### config.mk
export PLATFORM = sky130hd
export DESIGN_NAME = lkv_ctrl
export DESIGN_NICKNAME = d
export VERILOG_FILES = /design/src/lkv_pkg.sv /design/src/lkv_ctrl.sv
export SDC_FILE = /design/constraint.sdc
export NUM_CORES = 1
export LEC_CHECK = 0
export ABC_AREA = 1
export BUFFER_PORTS_ARGS = -buffer_cell sky130_fd_sc_hd__buf_2
export CORE_AREA = 4 4 41 43
export DETAILED_ROUTE_END_ITERATION = 10
export DIE_AREA = 0 0 45 47
export PLACE_DENSITY = 0.61
export SYNTH_ARGS = -nofsm -noshare
export SYNTH_HDL_FRONTEND = slang
export SYNTH_SLANG_ARGS = --single-unit
### constraint.sdc
create_clock -name aclk -period 1.5 [get_ports aclk]
set_clock_uncertainty 0.05 [all_clocks]
set_input_delay 0.075 -clock aclk [delete_from_list [all_inputs] [get_ports aclk]]
set_output_delay 0.075 -clock aclk [all_outputs]
set_load 0.005 [all_outputs]
### src/lkv_pkg.sv
package lkv_pkg;

    // Default number of entry slots
    localparam int LKV_ENTRIES = 64;

    // Field widths
    localparam int KEY_W     = 64;
    localparam int VAL_W     = 64;
    localparam int MODE_W    = 2;
    localparam int CAP_W     = 7;
    localparam int CNT_OUT_W = 7;

    // Stream widths: key and value in; all result fields out, padded to bytes
    localparam int S_DATA_W = KEY_W + VAL_W;
    localparam int RES_W    = 1 + 1 + VAL_W + 1 + KEY_W + CNT_OUT_W + KEY_W + KEY_W;
    localparam int M_DATA_W = ((RES_W + 7) / 8) * 8;

    // Capacity after reset
    localparam logic [CAP_W-1:0] CAP_RESET = 7'd64;

    // Request kinds
    localparam logic [MODE_W-1:0] MODE_GET    = 2'd0;
    localparam logic [MODE_W-1:0] MODE_PUT    = 2'd1;
    localparam logic [MODE_W-1:0] MODE_UPDATE = 2'd2;
    localparam logic [MODE_W-1:0] MODE_EXISTS = 2'd3;

    // Commit actions chosen by the controller
    localparam logic [1:0] ACT_NONE   = 2'd0;
    localparam logic [1:0] ACT_HIT    = 2'd1;
    localparam logic [1:0] ACT_EVICT  = 2'd2;
    localparam logic [1:0] ACT_INSERT = 2'd3;

    // Controller to datapath
    typedef struct packed {
        logic       start_search;
        logic       commit;
        logic [1:0] action;
        logic       wr_value;
        logic       start_promote;
        logic       load_out;
    } lkv_cmd_t;

    // Datapath to controller
    typedef struct packed {
        logic              scan_busy;
        logic              hit;
        logic              full;
        logic              out_busy;
        logic [MODE_W-1:0] mode;
    } lkv_stat_t;

endpackage

### src/lkv_ctrl.sv
module lkv_ctrl
    import lkv_pkg::*;
(
    input  logic      aclk,
    input  logic      aresetn,
    input  logic      in_valid,
    output logic      in_ready,
    input  lkv_stat_t stat,
    output lkv_cmd_t  cmd
);

    localparam logic [2:0] ST_IDLE    = 3'd0;
    localparam logic [2:0] ST_SEARCH  = 3'd1;
    localparam logic [2:0] ST_COMMIT  = 3'd2;
    localparam logic [2:0] ST_PROM_GO = 3'd3;
    localparam logic [2:0] ST_PROMOTE = 3'd4;
    localparam logic [2:0] ST_DONE    = 3'd5;

    logic [2:0] state_reg;
    logic [2:0] state_next;
    logic [1:0] action;
    logic       wr_value;

    // Choose what the request does once the search is over
    always_comb begin
        action   = ACT_NONE;
        wr_value = 1'b0;
        unique case (stat.mode)
            MODE_GET: begin
                action = stat.hit ? ACT_HIT : ACT_NONE;
            end
            MODE_PUT: begin
                wr_value = 1'b1;
                if (stat.hit) begin
                    action = ACT_HIT;
                end else if (stat.full) begin
                    action = ACT_EVICT;
                end else begin
                    action = ACT_INSERT;
                end
            end
            MODE_UPDATE: begin
                wr_value = 1'b1;
                action   = stat.hit ? ACT_HIT : ACT_NONE;
            end
            MODE_EXISTS: begin
                action = ACT_NONE;
            end
            default: begin
                action = ACT_NONE;
            end
        endcase
    end

    // Sequence search, commit, rank update and result hand-off
    always_comb begin
        state_next        = state_reg;
        cmd               = '0;
        cmd.action        = action;
        cmd.wr_value      = wr_value;
        in_ready          = 1'b0;
        unique case (state_reg)
            ST_IDLE: begin
                in_ready = 1'b1;
                if (in_valid) begin
                    cmd.start_search = 1'b1;
                    state_next       = ST_SEARCH;
                end
            end
            ST_SEARCH: begin
                if (!stat.scan_busy) begin
                    state_next = ST_COMMIT;
                end
            end
            ST_COMMIT: begin
                cmd.commit = 1'b1;
                state_next = ST_PROM_GO;
            end
            ST_PROM_GO: begin
                cmd.start_promote = 1'b1;
                state_next        = ST_PROMOTE;
            end
            ST_PROMOTE: begin
                if (!stat.scan_busy) begin
                    state_next = ST_DONE;
                end
            end
            ST_DONE: begin
                if (!stat.out_busy) begin
                    cmd.load_out = 1'b1;
                    state_next   = ST_IDLE;
                end
            end
            default: begin
                state_next = ST_IDLE;
            end
        endcase
    end

    always_ff @(posedge aclk) begin
        if (!aresetn) begin
            state_reg <= ST_IDLE;
        end else begin
            state_reg <= state_next;
        end
    end

endmodule

==> results.tsv <==
stage	metric	value	unit
layout	drive_above_1_share	0.338	
floorplanning	ios	17	
place	io_buffers	16	
logic_synthesis	synth_top_area_frac	0.183	
layout	largest_reg_flops	3	
route	vias_per_cell	4.38	
layout	layout_commonest_cell	buf_2	
setup_path	crit_required	1.37	ns
clock_network	post_cts_buffers	0	
setup_path	criticalPathCategory	flop to output port	
route	drcViolationCount	0	
grt	grt_overflow_total	0	
sta	finalWorstSetupSlack	0.207	ns
clock_network	cts_root_buf	clkbuf_4	
grt	grt_pass1_wl	1130	um
place	dpl.hpwl	610	um
sta	setup_viol	0	
floorplanning	dieArea	2120	um^2
sta	finalSetupTns	0	ns
run_status	status	finished clean	
floorplanning	dieWidth	45	um
grt	grt_max_degree	10	
sta	hold_violations	0	
setup_path	cp_data_arrival_time	1.17	ns
floorplanning	start_util	0.252	
route	drtPass1Iterations	4	
logic_synthesis	synth_top_area_cell	dfxtp_1	
clock_network	h-tree-depth	1	
logic_synthesis	synthesis.nets	65	
route	routed_wl	726	um
setup_path	endpoint_kind	output port	
sta	slew_headroom	0.785	
layout	area_growth	32.4	%
logic_synthesis	avgSynthCellArea	6.19	um^2
min_path	hold_path.class	input port to flop	
sta	rsz0062_at_grt	no	
layout	final-seq-area	60.1	um^2
logic_synthesis	synth-seq-cells	3	
job	maxCapViolCount	0	
power_and_ir_drop	powerDensity	1720	nW/um^2
sta	drv_slew	0	
layout	multi_input_area	204	um^2
clock_network	cts-buffers-inserted	3	
layout	fin_nets	84	
logic_synthesis	synth.distinct_cells	18	
logic_synthesis	synthTopCellsByArea	dfxtp_1 (18%), inv_1 (13%), ha_1 (11%), nand2_1 (10%), nor2_1 (9.2%)	
layout	num-fill-cells	156	
grt	grt_usage	0.0780	
clock_network	cts_resized	0	
route	antenna_left	0	
layout	final_cell_mix	buf_2 (16), inv_1 (11), nand2_1 (9)	
logic_synthesis	synth_area	328	um^2
route	wire_per_inst	8.44	um
logic_synthesis	synthCells	53	
power_and_ir_drop	peakVddDrop	0.601	mV
grt	grt_pass1_vias	319	
place	place.gp.congestion	0.737	
clock_network	path_clk_slew	0.04	ns
route	num_vias	377	
sta	period_share	0.862	
sta	tightest_slew	0.322	ns
sta	timing.fmax	0.773	GHz
sta	hold_slack	0.0378	ns
logic_synthesis	seq_area_frac_synth	0.183	
logic_synthesis	ys_warn_count	0	
power_and_ir_drop	leakage	0.000270	uW
clock_network	ctsHoldBuffers	0	
setup_path	worst-path-max-fanout	8	
floorplanning	rows	13	
grt	antenna_found_initial	0	
setup_path	start_kind	flop	
floorplanning	die_y	47	um
route	drt_iter0_drc	2	
sta	fin_crit	1.29	ns
place	dpl_worst_slack	0.348	ns
power_and_ir_drop	p_total	746	uW
clock_network	tritoncts	built	
clock_network	cts.sinks	3	
clock_network	worstSkewPairLatency	0.23	ns
clock_network	cts_buffer_depth	2	
floorplanning	core_area	1300	um^2
layout	n_antenna_cell	0	
## kinds of logic (layout without fill, tap and decap cells)
family                   count (synthesis)  count (layout)  synth area share
AO/OA/AOI/OAI                            3               3            0.0573
adder cells (fa/ha/maj)                  3               3             0.115
buffers and inverters                   14              32             0.195
flip-flops                               3               3             0.183
AND/OR/NAND/NOR                         30              30             0.450
## path summary, 6_finish.rpt
path	endpoint	start	depth (start not counted)	slack [ns]
max reg2reg	state_reg[0]	state_reg[2]	7	0.35
min reg2reg	state_reg[2]	state_reg[2]	2	0.49
max	cmd[0]	state_reg[2]	3	0.21
min	state_reg[2]	aresetn	3	0.04
## cells in the mapped netlist (all sizes together)
library cell,instances
and3,1
buf,2
dfxtp,3
ha,3
inv,12
nand2,10
nand3,6
nand4,2
nor2,10
nor4,1
o21ai,2
o32ai,1
## critical path, cell delays in order, from the launching register on
cell and delay [ns]:
dfxtp_1 0.38, inv_1 0.16, nor4_1 0.24, buf_2 0.16
## through the flow
step	utilization	std cells	area (um^2)
2_1_floorplan	-	53	328
3_3_place_gp	0.313	82	408
3_5_place_dp	0.313	82	408
4_1_cts	0.334	86	434
5_1_grt	0.334	86	434
6_report	0.334	86	434
## metal layers
| metal | wire length (um) | up-vias | GRT usage |
|---|---|---|---|
| met5 | 0 | - | 0 |
| met4 | 8 | 0 | 0.0702 |
| met3 | 99 | 2 | 0.0307 |
| met2 | 329 | 15 | 0.141 |
| met1 | 289 | 160 | 0.0655 |
| li1 | - | 200 | - |
## where the power goes
part	internal, uW	total, uW	switching, uW
Clock	99.7	142	42.0
Sequential	117	185	67.4
Combinational	174	420	246
Total	391	746	355
## area by class of cell
| type | count | area share |
|---|---|---|
| Timing Repair Buffer | 16 | 0.184 |
| Tap cell | 15 | 0.0432 |
| Clock buffer | 4 | 0.0605 |
| Inverter | 12 | 0.104 |
| Sequential cell | 3 | 0.138 |
| Multi-Input combinational cell | 36 | 0.470 |
(Power assumes the default switching activity.)
